$ cat src/rtl/nttp_div_stage.sv
`timescale 1ns / 1ps
// ----------------------------------------------------------------------------
// nttp_div_stage: one step of the restoring divider
// Brings down the next dividend bit, subtracts the divisor when it fits and
// shifts the quotient bit in where the dividend bit left.
// ----------------------------------------------------------------------------
module nttp_div_stage #(
    parameter int REM_W = 45,
    parameter int QUO_W = 24
) (
    input  logic              i_clk,
    input  logic              i_rst_n,
    input  logic              i_valid,
    output logic              o_ready,
    input  logic [REM_W-1:0]  i_rem,
    input  logic [QUO_W-1:0]  i_qn,
    input  logic [REM_W-1:0]  i_d,
    output logic              o_valid,
    input  logic              i_ready,
    output logic [REM_W-1:0]  o_rem,
    output logic [QUO_W-1:0]  o_qn,
    output logic [REM_W-1:0]  o_d
);

    logic               r_valid;
    logic [REM_W-1:0]   r_rem;
    logic [QUO_W-1:0]   r_qn;
    logic [REM_W-1:0]   r_d;

    logic [REM_W:0] trial;
    logic [REM_W:0] diff;
    logic           fits;

    assign o_ready = !r_valid || i_ready;

    always_comb begin
        trial = {i_rem, i_qn[QUO_W-1]};
        diff  = trial - {1'b0, i_d};
        fits  = trial >= {1'b0, i_d};
    end

    always_ff @(posedge i_clk) begin
        if (!i_rst_n) begin
            r_valid <= 1'b0;
        end else if (o_ready) begin
            r_valid <= i_valid;
        end
    end

    always_ff @(posedge i_clk) begin
        if (o_ready) begin
            r_rem <= fits ? diff[REM_W-1:0] : trial[REM_W-1:0];
            r_qn  <= {i_qn[QUO_W-2:0], fits};
            r_d   <= i_d;
        end
    end

    assign o_valid = r_valid;
    assign o_rem   = r_rem;
    assign o_qn    = r_qn;
    assign o_d     = r_d;

endmodule

$ cat config.mk
export PLATFORM = sky130hd
export DESIGN_NAME = nttp_div_stage
export DESIGN_NICKNAME = d
export VERILOG_FILES = /design/src/rtl/nttp_div_stage.sv
export SDC_FILE = /design/constraint.sdc
export NUM_CORES = 1
export LEC_CHECK = 0
export ABC_AREA = 1
export BUFFER_PORTS_ARGS = -buffer_cell sky130_fd_sc_hd__buf_2
export CAP_MARGIN = 20
export CORE_MARGIN = 4
export CORE_UTILIZATION = 48
export CTS_BUF_LIST = sky130_fd_sc_hd__clkbuf_2
export DETAILED_ROUTE_END_ITERATION = 7
export PLACE_DENSITY = 0.75
export RECOVER_POWER = 50
export SETUP_SLACK_MARGIN = 0.4
export SLEW_MARGIN = 20
export SYNTH_ARGS = -nofsm -noshare
export SYNTH_HDL_FRONTEND = slang
export SYNTH_SLANG_ARGS = --single-unit
$ cat constraint.sdc
create_clock -name i_clk -period 7.3 [get_ports i_clk]
set_clock_uncertainty 0.1 [all_clocks]
set_input_delay 0.73 -clock i_clk [delete_from_list [all_inputs] [get_ports i_clk]]
set_output_delay 0.73 -clock i_clk [all_outputs]
set_load 0.1 [all_outputs]
# [Yosys cells after proc, flatten, opt, wreduce, memory -nomap -nowiden]
# Index checks and enable logic that the tools add are counted.
[totals] wordCells=9 inputBits=118 register_bits=115
[op_classes] add_sub_neg=1 magnitude_cmp=1 n_reduce_logical=2 n_mux=1
[ops] op="$ge A46 B45 Y1" n=1
[ops] op="$mux W45" n=1
[ops] op="$sub A45 B45 Y45" n=1
[ops] op="$logic_not A1 Y1" n=1
[ops] op="$logic_or A1 B1 Y1" n=1

# [Depth between registers and ports, before layout]
[logic_depth] word_depth=2 depth_mapped=16

# [Worst setup path before layout]
# No wires, ideal clock.
[synth_timing] kind="reg-to-reg" from="reg r_valid (netlist: o_valid)" to="reg r_d[0] (netlist: o_d[0]), enable pin" setup_ps=1224 n_path_buf=0 stages_incl_launch_ff=2 period_less_slack_ps=4978 arrival_ps=3654 slack_ps=2322 cell_sequence="dfxtp_1 nand2_1"
[synth_between] elab_chain_len=2
[synth_rtl] item="start, declared" line_no="25" source="logic r_valid;"
[synth_rtl] item="start signal, assigned" line_no="46" source="r_valid <= i_valid;"
[synth_rtl] item="$logic_not A1 Y1" line_no="34" source="assign o_ready = !r_valid || i_ready;"
[synth_rtl] item="$logic_or A1 B1 Y1" line_no="34"
[synth_rtl] item="named net o_ready" line_no="14" source="output logic o_ready,"
[synth_rtl] item="end signal, assigned" line_no="54" source="r_d <= i_d;"
[synth_rtl] item="end, declared" line_no="28" source="logic [REM_W-1:0] r_d;"
# The timed path passes the listed nets, and every way through them passes these cells.
# A chain may end at the register's enable or synchronous reset.

# [Worst setup path in the final report]
[layout_timing] from="reg r_valid (netlist: o_valid)" to="out o_ready"
[layout_between] elab_chain_len=2
[layout_rtl] item="$logic_not A1 Y1" line_no="34"
[layout_rtl] item="$logic_or A1 B1 Y1" line_no="34"
[layout_rtl] item="end, declared" line_no="14"
# No other way between the ends.

==> summary.md <==
| Metric | Value |
|---|---|
| Setup Fix Bufs, Post-CTS | `0` |
| Sequential power share | `35.1%` |
| DP Worst Slack | `roughly 3.7 ns` |
| Antenna-violating nets left | `0` |
| Vias/cell | `4.80` |
| Cell variety after synth | `30` |
| Crit path capture type | `output port` |
| Post-synthesis compound-gate area fraction | `under 10%` |
| Most frequent cells in the layout | `411 x nand2_1, 252 x inv_1, 210 x buf_2` |
| Hold crit path type | `in2reg` |
| Final #Nets | `between 1500 and 2000` |
| Syn_area_per_cell | `slightly above 7 um^2` |
| Fraction of layout cells with a size suffix above 1 | `18.5%` |
| Routed wl met3 | `around 1900 um` |
| Core box area | `0.0165 mm^2` |
| Vias in the first global route | `between 7000 and 8000` |
| Initial DRC Count | `535` |
| Global-route wire length before repair | `between 30000 and 40000 um` |
| Synthesized-area fraction occupied by and/or/nand/nor cells | `between 30% and 40%` |
| Critical Path AT | `approximately 3.2 ns` |
| CTS tree | `yes` |
| Mapped Nets | `1277` |
| Unrepaired setup endpoints after global routing | `false` |
| I/O pin total | `approximately 230` |
| DIE AREA | `around 0.019 mm^2` |
| Area contributors post-synth | `edfxtp_1 42%, nand2_1 19%, inv_1 12%` |
| Startpoint Class | `register` |
| Final count of negative-setup-slack endpoints | `0` |
| PortBufs | `roughly 230` |
| Crit share post-route | `between 50% and 60%` |
| Uppermost layer routed | `met4` |
| Peak VDD IR | `0.000127 V` |
| Adder-cell share of the synthesized area | `approximately 7%` |
| Leading cell type in the layout, fill and taps excluded | `nand2_1` |
| Combinational power share | `between 40% and 50%` |
| Yosys top cell area share | `42.3%` |
| Setup tns final | `0 ns` |
| Max Cap Violations | `1` |
| Worst Path Required | `roughly 6.5 ns` |
| Tightest Pin Transition | `~2.1 ns` |
| Synthesized area | `between 0.008 and 0.009 mm^2` |
| P_leak | `around 0.0055 uW` |
| GPL Wtd Cong | `around 0.98` |
| GRT Residual Overflow | `0` |
| Max_slew headroom | `-40.1%` |
| Violations in the final reports | `max-capacitance violations, max-slew violations` |
| H-tree levels | `4` |
| CTS resizes | `0` |
| Area Overhead vs Synth | `22.6%` |
| Switch Pwr | `1170 uW` |
| Portion of netlist area occupied by mux cells | `0%` |
| Internal power | `around 1200 uW` |
| Seq/Total Area, Yosys | `approximately 43%` |
| Final hold violation count | `0` |
| Synth warnings | `0` |
| Total Wirelength | `23300 um` |
| Cts bufs inserted | `17` |
| Num Clock Sinks | `approximately 120` |
| Pwr/cell area | `240 mW/mm^2` |
| Synth Register Bits | `115` |
| Leading area contributor after synthesis | `edfxtp_1` |
| Crit path max fanout | `49` |
| Worst reg2reg startpoint | `o_valid$_SDFFE_PN0P_` |
| Highest clock rate | `about 250 MHz` |
| Metal-1 WL | `10300 um` |
| Global Route Usage Sum | `24.3%` |
| Worst min-delay path startpoint | `i_d[43]` |
| Setup crit start | `o_valid$_SDFFE_PN0P_` |
| Die height | `roughly 140 um` |
| Core Rows | `47` |
| Fin crit period | `4.02 ns` |
| Gate Count Post-Synth | `between 1000 and 1500` |
| Switching Fraction | `about half` |
| Critical path type | `reg2out` |
| Clk buf depth | `2` |
| Xor and xnor area share after synthesis | `between 2 and 3%` |
| Outcome | `complete, but fails checks` |
| Slew Viols, Final | `50` |
| Largest family of logic cells by synthesized area | `simple AND/OR/NAND/NOR gates` |
| DRT Pass-1 Iters | `7` |
| DR WL met2 | `approximately 11000 um` |
| Die W | `~140 um` |
| Wire per inst | `about 14 um` |
| Worst skew pair latency | `~0.71 ns` |
| Clock power frac | `roughly 20%` |
| Fin area | `around 0.01 mm^2` |
| Clock slew seen by the registers of the worst setup and hold paths | `roughly 0.20 ns` |
| Initial Utilization | `49.0%` |
| PnR worst setup slack | `3.28 ns` |
| DPL Wire Length | `between 15000 and 20000 um` |
| Final routed DRC violation total | `0` |
| Initial antenna violation count | `1` |
| Maximum number of pins on one net before global-route repair | `69` |
| Vias | `approximately 7700` |
| Placement Cell Area | `0.00946 mm^2` |
| Root buffer cell | `clkbuf_2` |
## cell families after synthesis
| kind of cell | Yosys count |
|---|---|
| AND/OR/NAND/NOR | 611 |
| XOR/XNOR | 25 |
| AO/OA/AOI/OAI | 52 |
| adder cells (fa/ha/maj) | 46 |
| flip-flops | 115 |
| buffers and inverters | 264 |
## area by class of cell
cell class,instances,area (um^2)
clock buffer,18,90.1
inverter,253,950
antenna,1,2.50
tap,220,275
sequential,115,3440
multi-input combinational,734,3600
timing repair buffer,258,1380
fill,1569,6600
clock inverter,14,179
## critical path: stages (launching register included)
cell	delay [ns]
dfxtp_1	0.35
nand2_1	1.47
buf_2	0.66
## final timing paths
kind	depth (start not counted)	slack [ns]	end
hold / removal	1	0.09	o_d[43]$_DFFE_PP_
setup / recovery	2	3.28	o_ready
setup reg to reg	2	4.12	o_rem[8]$_DFFE_PP_
hold reg to reg	1	1.92	o_rem[27]$_DFFE_PP_
## synth_stat cells (all sizes together)
cell and number:
a21boi 1, a21o 1, a21oi 27, and2 4
buf 11, dfxtp 1, edfxtp 114, fa 1
ha 45, inv 253, nand2 414, nand3 87
nand3b 7, nand4 8, nor2 83, nor3 5
nor4 2, o21a 2, o21ai 17, o21bai 4
or2 1, xor2 25
## registers in the layout, summed over array words and instances, names as in the netlist
name,count
o_rem,45
o_valid,1
o_qn,24
o_d,45
## power groups by stage
stage | combinational (uW) | clock, uW | sequential (uW)
2_1_floorplan | 297 | 0 | 1430
5_1_grt | 1140 | 519 | 844
3_3_place_gp | 1060 | 0 | 852
6_report | 1070 | 474 | 837
4_1_cts | 1060 | 484 | 838
3_5_place_dp | 1060 | 0 | 852
## through the flow
stage | std cells | util (%) | total power [uW] | hold WS [ns]
detailed placement | 1557 | 57.2 | 1910 | 0.808
floorplan | 1113 | - | 1720 | 0.729
CTS | 1589 | 58.9 | 2390 | 0.0219
global placement | 1557 | 57.2 | 1910 | 0.807
finish | 1613 | 60.1 | 2380 | 0.0857
global route | 1613 | 60.1 | 2500 | 0.000254
## routing by layer
layer	vias up	GRT usage [%]
met1	3428	33.9
met3	27	4.32
met4	0	6.26
met5	-	0
li1	3974	-
met2	309	39.5
## timing repair
action,in CTS,in global routing
hold endpoints to repair,0,23
hold buffers,0,23
setup endpoints to repair,0,0
No activity file was read; power rests on OpenSTA's default activity.
