<file path="config.mk">
export PLATFORM = sky130hd
export DESIGN_NAME = nttp_back
export DESIGN_NICKNAME = d
export VERILOG_FILES = /design/src/rtl/nttp_pkg.sv /design/src/rtl/nttp_back.sv
export SDC_FILE = /design/constraint.sdc
export NUM_CORES = 1
export LEC_CHECK = 0
export BUFFER_PORTS_ARGS = -buffer_cell sky130_fd_sc_hd__buf_2
export CAP_MARGIN = 20
export CORE_ASPECT_RATIO = 0.5
export CORE_UTILIZATION = 40
export CTS_BUF_LIST = sky130_fd_sc_hd__clkbuf_8
export DETAILED_ROUTE_END_ITERATION = 8
export MAX_ROUTING_LAYER = met4
export PLACE_DENSITY = 0.68
export SETUP_SLACK_MARGIN = 0.05
export SYNTH_ARGS = -nofsm -noshare
export SYNTH_HDL_FRONTEND = slang
export SYNTH_SLANG_ARGS = --single-unit
</file>
<file path="constraint.sdc">
create_clock -name i_clk -period 6.5 [get_ports i_clk]
set_clock_uncertainty 0.2 [all_clocks]
set_input_delay 0.975 -clock i_clk [delete_from_list [all_inputs] [get_ports i_clk]]
set_output_delay 0.975 -clock i_clk [all_outputs]
set_load 0.005 [all_outputs]
</file>
<file path="src/rtl/nttp_pkg.sv">
`timescale 1ns / 1ps
// ----------------------------------------------------------------------------
// nttp_pkg: shared types and constants of the note to tone period block
// Field widths, configuration register indexes and reset values, and the
// table of octave-4 note frequencies in unsigned Q.24 hertz.
// ----------------------------------------------------------------------------
package nttp_pkg;

    // Input and configuration field widths
    localparam int OCT_W      = 4;
    localparam int SEMI_W     = 4;
    localparam int CLK_W      = 26;
    localparam int DIV_W      = 8;
    localparam int OFS_W      = 8;
    localparam int MAX_W      = 16;
    localparam int CFG_IDX_W  = 2;
    localparam int CFG_DATA_W = 26;
    localparam int IN_TDATA_W = 8;

    // Octave that holds the table frequencies
    localparam logic [OCT_W-1:0] OCT_REF = 4'd4;
    localparam logic [SEMI_W-1:0] SEMIS_PER_OCT = 4'd12;

    // Frequency table format
    localparam int TABLE_FRAC = 24;
    localparam int TABLE_W    = 34;
    localparam int NOTES      = 12;

    // Quotient width: the largest rounded period stays below 2^22
    localparam int QUO_W = 24;
    localparam int VAL_W = QUO_W + 2;

    // Configuration register indexes
    localparam logic [CFG_IDX_W-1:0] CFG_CLOCK_HZ      = 2'd0;
    localparam logic [CFG_IDX_W-1:0] CFG_CLOCK_DIVISOR = 2'd1;
    localparam logic [CFG_IDX_W-1:0] CFG_PERIOD_OFFSET = 2'd2;
    localparam logic [CFG_IDX_W-1:0] CFG_MAX_PERIOD    = 2'd3;

    // Reset values of the configuration registers
    localparam logic [CLK_W-1:0] RST_CLOCK_HZ      = 26'd3579545;
    localparam logic [DIV_W-1:0] RST_CLOCK_DIVISOR = 8'd32;
    localparam logic [OFS_W-1:0] RST_PERIOD_OFFSET = 8'd0;
    localparam logic [MAX_W-1:0] RST_MAX_PERIOD    = 16'd4095;

    // 440 * 2^((s - 9) / 12) Hz, s = 0 (C) .. 11 (B), in Q.24
    localparam logic [TABLE_W-1:0] NOTE_Q24 [NOTES] = '{
        34'd4389348620, 34'd4650352871, 34'd4926877243, 34'd5219844609,
        34'd5530232722, 34'd5859077472, 34'd6207476349, 34'd6576592100,
        34'd6967656617, 34'd7381975040, 34'd7820930118, 34'd8285986824
    };

    typedef struct packed {
        logic [CLK_W-1:0] clock_hz;
        logic [DIV_W-1:0] clock_divisor;
        logic [OFS_W-1:0] period_offset;
        logic [MAX_W-1:0] max_period;
    } t_cfg;

endpackage

</file>
<file path="src/rtl/nttp_back.sv">
`timescale 1ns / 1ps
// ----------------------------------------------------------------------------
// nttp_back: offset, range check and output register
// Adds the signed offset to the rounded quotient, flags values above the
// configured maximum and saturates to the period width.
// ----------------------------------------------------------------------------
module nttp_back #(
    parameter int PERIOD_BITS = 16
) (
    input  logic                        i_clk,
    input  logic                        i_rst_n,
    input  nttp_pkg::t_cfg              i_cfg,
    input  logic                        i_valid,
    output logic                        o_ready,
    input  logic [nttp_pkg::QUO_W-1:0]  i_quo,
    output logic                        o_valid,
    input  logic                        i_ready,
    output logic [PERIOD_BITS-1:0]      o_period,
    output logic                        o_over_max,
    output logic                        o_clipped
);

    localparam int VW = nttp_pkg::VAL_W;

    logic                    r_valid;
    logic [PERIOD_BITS-1:0]  r_period;
    logic                    r_over;
    logic                    r_clip;

    logic signed [VW-1:0]    val;
    logic signed [VW-1:0]    limit;
    logic signed [VW-1:0]    max_val;
    logic [PERIOD_BITS-1:0]  n_period;
    logic                    n_over;
    logic                    n_clip;

    assign o_ready = !r_valid || i_ready;

    always_comb begin
        val     = $signed({2'b00, i_quo}) +
                  $signed({{(VW - nttp_pkg::OFS_W){i_cfg.period_offset[nttp_pkg::OFS_W-1]}},
                           i_cfg.period_offset});
        limit   = $signed({{(VW - PERIOD_BITS){1'b0}}, {PERIOD_BITS{1'b1}}});
        max_val = $signed({{(VW - nttp_pkg::MAX_W){1'b0}}, i_cfg.max_period});
        if (i_cfg.clock_divisor == '0) begin
            // A zero prescaler stands for an unbounded period.
            n_period = '1;
            n_over   = 1'b1;
            n_clip   = 1'b1;
        end else begin
            n_over = val > max_val;
            if (val < 0) begin
                n_period = '0;
                n_clip   = 1'b1;
            end else if (val > limit) begin
                n_period = '1;
                n_clip   = 1'b1;
            end else begin
                n_period = val[PERIOD_BITS-1:0];
                n_clip   = 1'b0;
            end
        end
    end

    always_ff @(posedge i_clk) begin
        if (!i_rst_n) begin
            r_valid <= 1'b0;
        end else if (o_ready) begin
            r_valid <= i_valid;
        end
    end

    always_ff @(posedge i_clk) begin
        if (o_ready) begin
            r_period <= n_period;
            r_over   <= n_over;
            r_clip   <= n_clip;
        end
    end

    assign o_valid    = r_valid;
    assign o_period   = r_period;
    assign o_over_max = r_over;
    assign o_clipped  = r_clip;

endmodule

</file>
==> Word level (Yosys, flattened, before mapping) <==
Cells that the tools add are included.
{ "totals": {"elab_cells": 15, "output_inout_bits": 20, "register_bits": 19, "input_bits": 86} }
{ "op_classes": {"reduce_logical": 4, "n_lt_le_gt_ge": 3, "addsub": 1, "mux": 3} }
{ "ops": {"columns": ["cell", "n"], "rows": [
  ["2-to-1 mux 16 bit", 2],
  ["adder 25 x 8 -> 26 bit", 1],
  ["greater-than comparator 26 x 17 -> 1 bit", 1],
  ["greater-than comparator 26 x 17 -> 1 bit (second input constant)", 1],
  ["< comparator 26 x 1 -> 1 bit (second input constant)", 1],
  ["logical NOT 8 bit", 1],
  ["OR reduction 2 bit", 1],
  ["logical NOT 1 bit", 1],
  ["logical OR 1 bit", 1],
  ["2-to-1 mux 1 bit", 1]
]} }

==> Logic depth before layout (Yosys ltp) <==
Gate-level depths: netlist of run 1.
{ "depth": {"word_depth": 4, "ltp_mapped": 18, "ltp_nobuf": 18} }

==> Worst setup path after synthesis of run 1 <==
OpenSTA, ideal clock, no wires.
{ "synth_path": {"path_type": "input-to-reg", "from": "in i_cfg[16] (netlist bit)", "to": "reg r_over, in the netlist o_over_max (data pin)", "path_buffers": 0, "path_slack_ns": 2.332, "setup_time_ns": 0.277, "t_arrival_ns": 3.692, "required_ns": 6.023, "path_stages": 18, "cell_sequence": "ha_1 > inv_1 > fa_1 > nand2b_1 > a21oi_2 > o21ai_1 > nand2_1 > a31oi_1 > xnor2_1 > ha_1 > nand2_1 > nor2_1 > nand2_1 > or4_1 > nand2_1 > a31oi_1 > nand3_1 > a31oi_1"} }
{ "synth_via": {"elab_chain_cells": 2} }
{ "synth_lines": {"columns": ["element", "line", "text"], "rows": [
  ["from (decl)", "nttp_back.sv:12", "input nttp_pkg::t_cfg i_cfg,"],
  ["adder 25 x 8 -> 26 bit", "nttp_back.sv:40", "val = $signed({2'b00, i_quo}) +"],
  ["greater-than comparator 26 x 17 -> 1 bit", "nttp_back.sv:51", "n_over = val > max_val;"],
  ["to (signal assigned)", "nttp_back.sv:76", "r_over <= n_over;"],
  ["to (decl)", "nttp_back.sv:27", "logic r_over;"]
]} }
No other way between the ends.
A chain may end at the register's enable or synchronous reset.

==> Final worst setup path of run 1 <==
{ "layout_path": {"from": "in i_cfg[23] (netlist bit)", "to": "reg r_over, in the netlist o_over_max (data pin)"} }
Same word-level chain as after synthesis.

==> summary.txt, run 1 <==
Outcome
  • Status: completed

Detailed routing
  • Via/cell ratio: ~5.3
  • Final ANT Viol Nets: 0
  • Met1 wire length: 3330 um
  • DRC: 0
  • Post-detailed-routing wire length: 6440 um
  • Top sig layer: met4
  • Routed len/inst: approximately 13 um
  • Met3 Wirelength: 315 um
  • Initial DRC Count: 141
  • TritonRoute pass-1 iters: 4
  • WL met2: 2790 um
  • Vias: 2587

Synth
  • Syn Nets: 457
  • Synthesized instance count: 329
  • FF+latch count, synth: 19
  • Seq/Total Area, Yosys: 0.210
  • Syn avg cell area: 8.13 um2
  • Unique masters post-synth: between 50 and 60
  • Post-Synthesis Cell Area: 2680 um2
  • Ys Warns: 0

Job
  • Max_cap viols: 0

Finish
  • Layout cells sized above 1: 0.248
  • Multi-input logic area: 1970 um2
  • Fillers: 659
  • Final net count: 533
  • Layout Cells excl Fill: 492
  • Register area: 561 um2
  • Final core occ: 0.510
  • Synthesis-to-finish area growth: 19.2%
  • Antenna Cells: 0

Clock network
  • Clk buf depth: 2
  • Total CTS buffers: 3
  • Clock root buffer: clkbuf_8
  • # hold bufs at CTS: 0
  • Post-CTS Resized: 0
  • CTS sink cnt: 19
  • Post-CTS setup buffers: 0
  • Skew-Pair Late Insertion Delay: between 0.2 and 0.3 ns
  • CTS H-tree lvls: 1
  • CTS tree: built
  • Clk slew on worst S/H paths: around 0.070 ns

Global routing
  • First-pass GRT wire length: roughly 11000 um
  • Pin count of the biggest net entering global routing: 21
  • Grt ovf: 0
  • Antenna violations before repair: 0
  • GRT Total Usage: 0.193
  • Vias in the first global route: 2392

Power and ir drop
  • Total chip power: 524 uW
  • Leak: approximately 1.5 nW
  • VDD IR-drop max: 67.4 uV
  • Power Dens Cells: 164 nW/um2

Place
  • Cells after DPL: between 400 and 500
  • Routability cong.: ~0.9
  • DP HPWL: 5380 um
  • Port Buffer Count: 79
  • Post-place setup slack: between 1.5 and 2 ns

Timing
  • Period utilization: 0.698
  • Setup TNS Final: 0 ns
  • RSZ-0062 raised after global routing: no
  • Worst Tran Pin Value: slightly below 0.9 ns
  • # setup viols final: 0
  • Achievable Freq: 221 MHz
  • Fin. max-slew vios: 0
  • Post-layout minimum cycle time: around 4.5 ns
  • Final worst-path setup slack: 1.97 ns
  • Hold Vio Cnt, Final: 0
  • Worst relative slew slack: 0.404

Floorplan
  • Cell row count: 20
  • Core area: around 6300 um2
  • Die width: 118 um
  • Die ar.: around 7000 um2
  • I/O pin count: between 100 and 150
  • Initial core utilization: 0.428
  • Die height: 59.8 um

Worst setup path
  • Crit path DAT: 4.30 ns
  • Startpoint types: input pin
  • Max FO, Critical Path: 20
  • CP Capture Type: flip-flop
  • Buffer and inverter count on the worst path: 1
  • CP delay by family, top: simple AND/OR/NAND/NOR gates
  • Crit path required time: between 6 and 7 ns
  • Crit path kind: in2reg
  • Slowest library cell on the worst path: or4_1
  • Crit-path cells: buf_2 -> ha_1 -> a21oi_1 -> o22ai_1 -> a32oi_1 -> nor2b_1 -> xnor2_1 -> ha_1 -> nand2_1 -> nor2_1 -> nand2_1 -> or4_1 -> nand2_1 -> a31oi_1 -> nand3_1 -> a31oi_1
  • Worst path max stage delay: between 0.5 and 0.6 ns
  • Critical Path Most Common Cell: nand2_1

Worst hold path
  • Hold Path Class: in2reg
==> logic make-up after synthesis <==
group / share of synthesized area
compound gates: 0.258
xor+xnor: 0.0688
fa+ha+maj: 0.199
buf+inv: 0.0547
flops: 0.210
mux: 0.00842
simple gates: 0.201
==> stage by stage <==
stage / cell area (um2) / hold WS [ns]
6_report: 3190 / 0.772
5_1_grt: 3190 / 0.774
4_1_cts: 3190 / 0.770
3_5_place_dp: 3140 / 0.944
3_3_place_gp: 3140 / 0.918
2_1_floorplan: 2680 / 0.807
==> flip-flops by register name (all words and copies together), names as in the netlist <==
signal	count
o_over_max	1
o_clipped	1
o_period	16
o_valid	1
==> cells in the final DEF (no fill, tap or decap), types with 6 or more instances in the layout <==
cell type,count
ha_1,41
nand2b_1,6
nand4_1,8
nor2_1,28
inv_1,30
edfxtp_1,18
nor2b_1,8
o21ai_0,9
a21o_1,8
xnor2_1,14
nand2_1,25
nand3_1,6
a21oi_1,40
buf_2,79
xor2_1,7
o21ai_1,8
a31oi_1,6
==> worst paths after layout <==
path	to	startpoint	cells after the start	slack [ns]
worst max-delay path	o_over_max	i_cfg[23]	16	1.97
worst min-delay path	o_valid	i_rst_n	2	0.77
worst max register to register	o_period[13]	o_valid	1	4.98
worst min register to register	o_period[0]	o_valid	1	0.94
==> final cells by class <==
type | count | area share
clock inverter | 1 | 0.00118
multi-input combinational | 273 | 0.617
timing repair buffer | 79 | 0.124
sequential | 19 | 0.176
inverter | 29 | 0.0341
tap | 88 | 0.0345
clock buffer | 3 | 0.0130
==> synth_stat cells (all sizes together) <==
cell      n  share of area
ha       41           0.19
a21oi    44          0.088
dfxtp     1         0.0075
nand4     8          0.019
buf       6          0.011
a22oi     2         0.0075
or3       2         0.0047
inv      29          0.041
o221ai    1         0.0033
a211o     3         0.0098
or4       2         0.0056
a31o      2         0.0065
o22ai     1         0.0023
nor3      5          0.011
xnor2    14          0.046
clkbuf    2         0.0028
edfxtp   18           0.20
a211oi    5          0.016
o21ai    17          0.032
a21boi    1         0.0028
a22o      1         0.0033
o211a     1         0.0037
o211ai    4          0.011
or2       1         0.0023
a31oi     7          0.019
nor2     28          0.039
nand2b    6          0.014
xor2      7          0.023
o21a      4          0.011
nor4      6          0.025
or3b      1         0.0042
nand3     7          0.015
o21bai    1         0.0028
nor2b     8          0.019
a21o      8          0.022
a32oi     1         0.0033
mux2i     1         0.0084
fa        1         0.0075
nand2    28          0.042
o2111ai   2         0.0065
a41oi     1         0.0033
a221o     1         0.0037
==> metal layers <==
metal	vias to the layer above	track usage
met2	58	0.317
met5	-	-
met3	2	0.0248
met4	0	0.0110
li1	1362	-
met1	1165	0.268
==> where the power goes <==
group	switching, mW	internal [mW]	total (mW)	leakage [nW]
sequential	0.00377	0.156	0.160	0.192
clock	0.0359	0.0419	0.0778	0.0269
combinational	0.164	0.123	0.287	1.28
(Power assumes the default switching activity.)
==> inputs of run 2 (changes only) <==
Clock period 6.5 ns to 4.6 ns, I/O delays scaled along.
==> summary.txt, run 2 (synthesized netlist as in run 1, its figures left out) <==
Outcome
  • Status: completed

Timing
  • Worst Tran Pin Value: 0.912 ns (+0.0175 ns)
  • Final worst-path setup slack: 0.502 ns (-1.46 ns)
  • RSZ-0062 raised after global routing: no
  • Fin. max-slew vios: 0 (unchanged)
  • Achievable Freq: approximately 240 MHz
  • Worst relative slew slack: 0.392 (-0.0117)
  • Setup TNS Final: 0 ns (unchanged)
  • Period utilization: 0.891
  • Hold Vio Cnt, Final: 0 (unchanged)
  • # setup viols final: 0 (unchanged)
  • Post-layout minimum cycle time: around 4.1 ns

Worst setup path
  • Crit path required time: 4.38 ns (-1.89 ns)
  • Max FO, Critical Path: 3 (-85%)
  • R2r worst-path depth: 1 (unchanged)
  • Crit path DAT: 3.88 ns (-0.42 ns)
  • CP Capture Type: flip-flop
  • CP endpoint: o_over_max
  • Worst R2R Start: o_valid
  • Flop2flop setup slack: 3.08 ns (-1.90 ns)
  • Crit path kind: in2reg
  • Startpoint types: input pin
  • Critical R2R Capture: o_period[7]
  • CP Launch Point: i_cfg[16]

Clock network
  • Clock root buffer: clkbuf_8
  • Clk buf depth: 2 (unchanged)
  • CTS sink cnt: 19 (unchanged)
  • Post-CTS Resized: 0 (unchanged)
  • Post-CTS setup buffers: 0 (unchanged)
  • # hold bufs at CTS: 0 (unchanged)
  • Skew-Pair Late Insertion Delay: 0.25 ns (about the same)
  • Clk slew on worst S/H paths: 0.07 ns (about the same)
  • Total CTS buffers: 3 (unchanged)
  • CTS tree: built
  • CTS H-tree lvls: 1 (unchanged)

Floorplan
  • Initial core utilization: 0.428 (unchanged)
  • Die ar.: 7040 um2 (unchanged)
  • Cell row count: 20 (unchanged)
  • Die height: 59.8 um (unchanged)
  • Die width: 118 um (unchanged)
  • Core area: 6260 um2 (unchanged)
  • I/O pin count: 106 (unchanged)

Place
  • Post-place setup slack: 0.292 ns (-1.42 ns)
  • Routability cong.: 0.847 (-5.5%)
  • DP HPWL: 5340 um (-0.74%)
  • Port Buffer Count: 79 (unchanged)

Power and ir drop
  • VDD IR-drop max: 117 uV (+74%)
  • Leak: 1.52 nW (+1.4%)
  • Power Dens Cells: 232 nW/um2 (+41%)

Finish
  • Max reg flops: 16 (unchanged)
  • Commonest cells after routing, fill and taps aside: 79 x buf_2, 41 x ha_1, 40 x a21oi_1
  • Antenna Cells: 0 (unchanged)
  • Fillers: 632 (-4.1%)
  • Layout cells sized above 1: 0.255 (+0.00738)
  • Synthesis-to-finish area growth: 20.3%
  • Commonest non-fill, non-tap cell in the layout: buf_2
  • Final net count: 537 (+0.75%)

Global routing
  • Vias in the first global route: 2235 (-6.6%)
  • GRT Total Usage: 0.187 (-0.00638)
  • Antenna violations before repair: 0 (unchanged)
  • First-pass GRT wire length: 10400 um (-4.1%)
  • Pin count of the biggest net entering global routing: 21 (unchanged)
  • Grt ovf: 0 (unchanged)

Detailed routing
  • Initial DRC Count: 140 (-0.71%)
  • Final ANT Viol Nets: 0 (unchanged)
  • Routed len/inst: 12.8 um (-2.1%)
  • Vias: 2604 (+0.66%)
  • DRC: 0 (unchanged)
  • Post-detailed-routing wire length: 6360 um (-1.3%)
  • Via/cell ratio: 5.25 (-0.15%)
  • TritonRoute pass-1 iters: 4 (unchanged)

Worst hold path
  • Hold Path Class: in2reg

Job
  • Max_cap viols: 0 (unchanged)
run 2: changes by cell type in the layout (fill, tap and decap cells not counted):
| cell | previous run | this run |
|---|---|---|
| buf_4 | 0 | 4 |
run 2: cell type report:
type                       instances  area (um2)  share of cell area
tap                               88         110              0.0342
inverter                          29         109              0.0338
timing repair buffer              83         425               0.132
sequential                        19         561               0.174
multi-input combinational        273        1970               0.612
clock buffer                       3        41.3              0.0128
clock inverter                     1        3.75             0.00117
run 2: power by group:
group          switching, mW  internal, mW
Clock                 0.0514        0.0592
Combinational          0.232         0.177
Sequential           0.00533         0.220
run 2: metrics by stage:
step	total power, mW	cells	util	instance area, um2	hold WS [ns]
2_1_floorplan	0.518	329	-	2680	0.629
3_3_place_gp	0.632	492	0.507	3170	0.741
3_5_place_dp	0.636	492	0.507	3170	0.747
4_1_cts	0.746	496	0.514	3220	0.483
5_1_grt	0.807	496	0.514	3220	0.488
6_report	0.745	496	0.514	3220	0.482
run 2: worst max-delay path, cell delays in order:
cell      delay (ns)
buf_2           0.08
ha_1            0.20
inv_1           0.07
fa_1            0.39
nand2b_1        0.20
a21oi_2         0.18
o21ai_1         0.17
nand2_1         0.14
a31oi_1         0.11
xnor2_1         0.19
ha_1            0.31
nand2_1         0.05
nor2_1          0.13
nand2_1         0.09
or4_1           0.54
nand2_1         0.09
a31oi_1         0.06
nand3_1         0.11
a31oi_1         0.08
run 2: worst min-delay path by stage:
| stage | slack [ns] | from | cells after the start | endpoint |
|---|---|---|---|---|
| finish | 0.48 | i_valid | 3 | o_valid |
| global route | 0.49 | i_rst_n | 2 | o_valid |
| CTS | 0.48 | i_valid | 3 | o_valid |
| detailed placement | 0.75 | i_valid | 3 | o_valid |
| global placement | 0.74 | i_valid | 3 | o_valid |
| floorplan | 0.63 | i_valid | 2 | o_valid |
run 2: per-layer routing:
layer  GRT usage  wire (um)  share of wire  up-vias
met1       0.265       3350           0.53     1173
li1            -          -              -     1372
met2       0.301       2730           0.43       57
met5           -          0              0        -
met3      0.0229        265          0.042        2
met4     0.00549         12         0.0019        0
==> inputs of run 3 (changes only) <==
Settings changed: RECOVER_POWER from default to 25.
==> summary.txt, run 3 (synthesized netlist as in run 1, its figures left out) <==
Detailed routing
  • TritonRoute pass-1 iters: 4 (unchanged)
  • DRC: 0 (unchanged)
  • Routed len/inst: 12.8 um (+0.19%)
  • Via/cell ratio: 5.25 (about the same)
  • Vias: 2605 (+0.038%)
  • Final ANT Viol Nets: 0 (unchanged)
  • Initial DRC Count: 142 (+1.4%)
  • Post-detailed-routing wire length: 6370 um (+0.19%)

Power and ir drop
  • VDD IR-drop max: 117 uV (-0.45%)
  • Total chip power: 744 uW (-0.18%)
  • Power Dens Cells: 232 nW/um2 (about the same)
  • Leak: 1.50 nW (-1.1%)

Worst setup path
  • R2r worst-path depth: 1 (unchanged)
  • Crit path required time: 4.38 ns (about the same)
  • Crit path DAT: 3.87 ns (about the same)
  • Slowest library cell on the worst path: or4_1
  • CP delay by family, top: simple AND/OR/NAND/NOR gates
  • Crit-path cells: buf_2 -> ha_1 -> inv_1 -> fa_1 -> nand2b_1 -> a21oi_2 -> o21ai_1 -> nand2_1 -> a31oi_1 -> xnor2_1 -> ha_1 -> nand2_1 -> nor2_1 -> nand2_1 -> or4_1 -> nand2_1 -> a31oi_1 -> nand3_1 -> a31oi_1
  • Startpoint types: input pin
  • Flop2flop setup slack: 3.09 ns (about the same)
  • Critical Path Most Common Cell: nand2_1
  • Worst path max stage delay: 0.54 ns (about the same)
  • Buffer and inverter count on the worst path: 2 (unchanged)
  • Crit path kind: in2reg
  • Max FO, Critical Path: 3 (unchanged)
  • Critical R2R Capture: o_period[7]
  • CP Capture Type: flip-flop
  • Worst R2R Start: o_valid

Timing
  • RSZ-0062 raised after global routing: no
  • Post-layout minimum cycle time: 4.10 ns (-0.00105 ns)
  • # setup viols final: 0 (unchanged)
  • Hold slack: 0.481 ns (-0.0000340 ns)
  • Fin. max-slew vios: 0 (unchanged)
  • Period utilization: 0.891 (about the same)
  • Worst Tran Pin Value: 0.898 ns (-0.0135 ns)
  • Hold Vio Cnt, Final: 0 (unchanged)
  • Setup TNS Final: 0 ns (unchanged)
  • Achievable Freq: 244 MHz (about the same)
  • Worst relative slew slack: 0.401 (+0.00902)

Clock network
  • CTS H-tree lvls: 1 (unchanged)
  • Clk slew on worst S/H paths: 0.07 ns (about the same)
  • Skew-Pair Late Insertion Delay: 0.25 ns (about the same)
  • Post-CTS Resized: 0 (unchanged)
  • Total CTS buffers: 3 (unchanged)
  • Clock root buffer: clkbuf_8
  • CTS sink cnt: 19 (unchanged)
  • # hold bufs at CTS: 0 (unchanged)
  • Post-CTS setup buffers: 0 (unchanged)
  • Clk buf depth: 2 (unchanged)
  • CTS tree: built

Floorplan
  • Die height: 59.8 um (unchanged)
  • Core area: 6260 um2 (unchanged)
  • Cell row count: 20 (unchanged)
  • I/O pin count: 106 (unchanged)
  • Initial core utilization: 0.428 (unchanged)
  • Die ar.: 7040 um2 (unchanged)
  • Die width: 118 um (unchanged)

Global routing
  • Pin count of the biggest net entering global routing: 21 (unchanged)
  • Grt ovf: 0 (unchanged)
  • Vias in the first global route: 2235 (unchanged)
  • Antenna violations before repair: 0 (unchanged)
  • GRT Total Usage: 0.187 (unchanged)
  • First-pass GRT wire length: 10400 um (unchanged)

Place
  • DP HPWL: 5340 um (unchanged)
  • Port Buffer Count: 79 (unchanged)
  • Routability cong.: 0.847 (unchanged)

Worst hold path
  • Min-delay src: i_valid
  • Hold Crit Depth: 3 (unchanged)
  • Hold Path Class: in2reg
  • WHS Endpoint: o_valid

Finish
  • Max reg flops: 16 (unchanged)
  • Commonest non-fill, non-tap cell in the layout: buf_2
  • Synthesis-to-finish area growth: 20.0%
  • Commonest cells after routing, fill and taps aside: 73 x buf_2, 41 x ha_1, 40 x a21oi_1
  • Final net count: 537 (unchanged)
  • Antenna Cells: 0 (unchanged)
  • Layout cells sized above 1: 0.240 (-0.0147)

Outcome
  • Status: completed

Job
  • Max_cap viols: 0 (unchanged)
[run 3: how the worst max path moves through the flow]
| stage | start | to | slack [ns] | depth (start not counted) |
|---|---|---|---|---|
| 2_1_floorplan | i_cfg[16] | o_over_max | 0.72 | 18 |
| 3_3_place_gp | i_cfg[16] | o_over_max | 0.32 | 19 |
| 3_5_place_dp | i_cfg[16] | o_over_max | 0.29 | 19 |
| 4_1_cts | i_cfg[16] | o_over_max | 0.54 | 19 |
| 5_1_grt | i_cfg[16] | o_over_max | 0.30 | 19 |
| 6_report | i_cfg[16] | o_over_max | 0.50 | 19 |
[run 3: tightest hold or removal path, cell delays in order]
cell and delay (ns):
buf_2 0.09, inv_1 0.04, a21boi_0 0.06
[run 3: layout make-up]
cell class | instances | area, um2
fillers | 628 | 3050
clock buffers | 3 | 41.3
repair buffers | 83 | 418
inverters | 29 | 109
well taps | 88 | 110
clock inverters | 1 | 3.75
multi-input cells | 273 | 1970
flip-flops and latches | 19 | 561
[run 3: where the power goes]
group / internal [mW] / leakage (nW) / switching [mW] / total (mW)
Sequential: 0.220 / 0.192 / 0.00559 / 0.226
Combinational: 0.175 / 1.28 / 0.232 / 0.407
Clock: 0.0592 / 0.0269 / 0.0514 / 0.111
Total: 0.455 / 1.50 / 0.289 / 0.744
[run 3: per-layer routing]
metal  wire length (um)  global-route usage
met3                264              0.0229
met5                  0                   -
met4                 12             0.00549
met2               2730               0.301
met1               3360               0.265
[run 3: metrics by stage]
step	area, um2	std cells	setup slack [ns]	utilization
global route	3210	496	0.298	0.513
detailed placement	3170	492	0.292	0.507
floorplan	2680	329	0.717	-
CTS	3220	496	0.544	0.514
global placement	3170	492	0.316	0.507
finish	3210	496	0.504	0.513
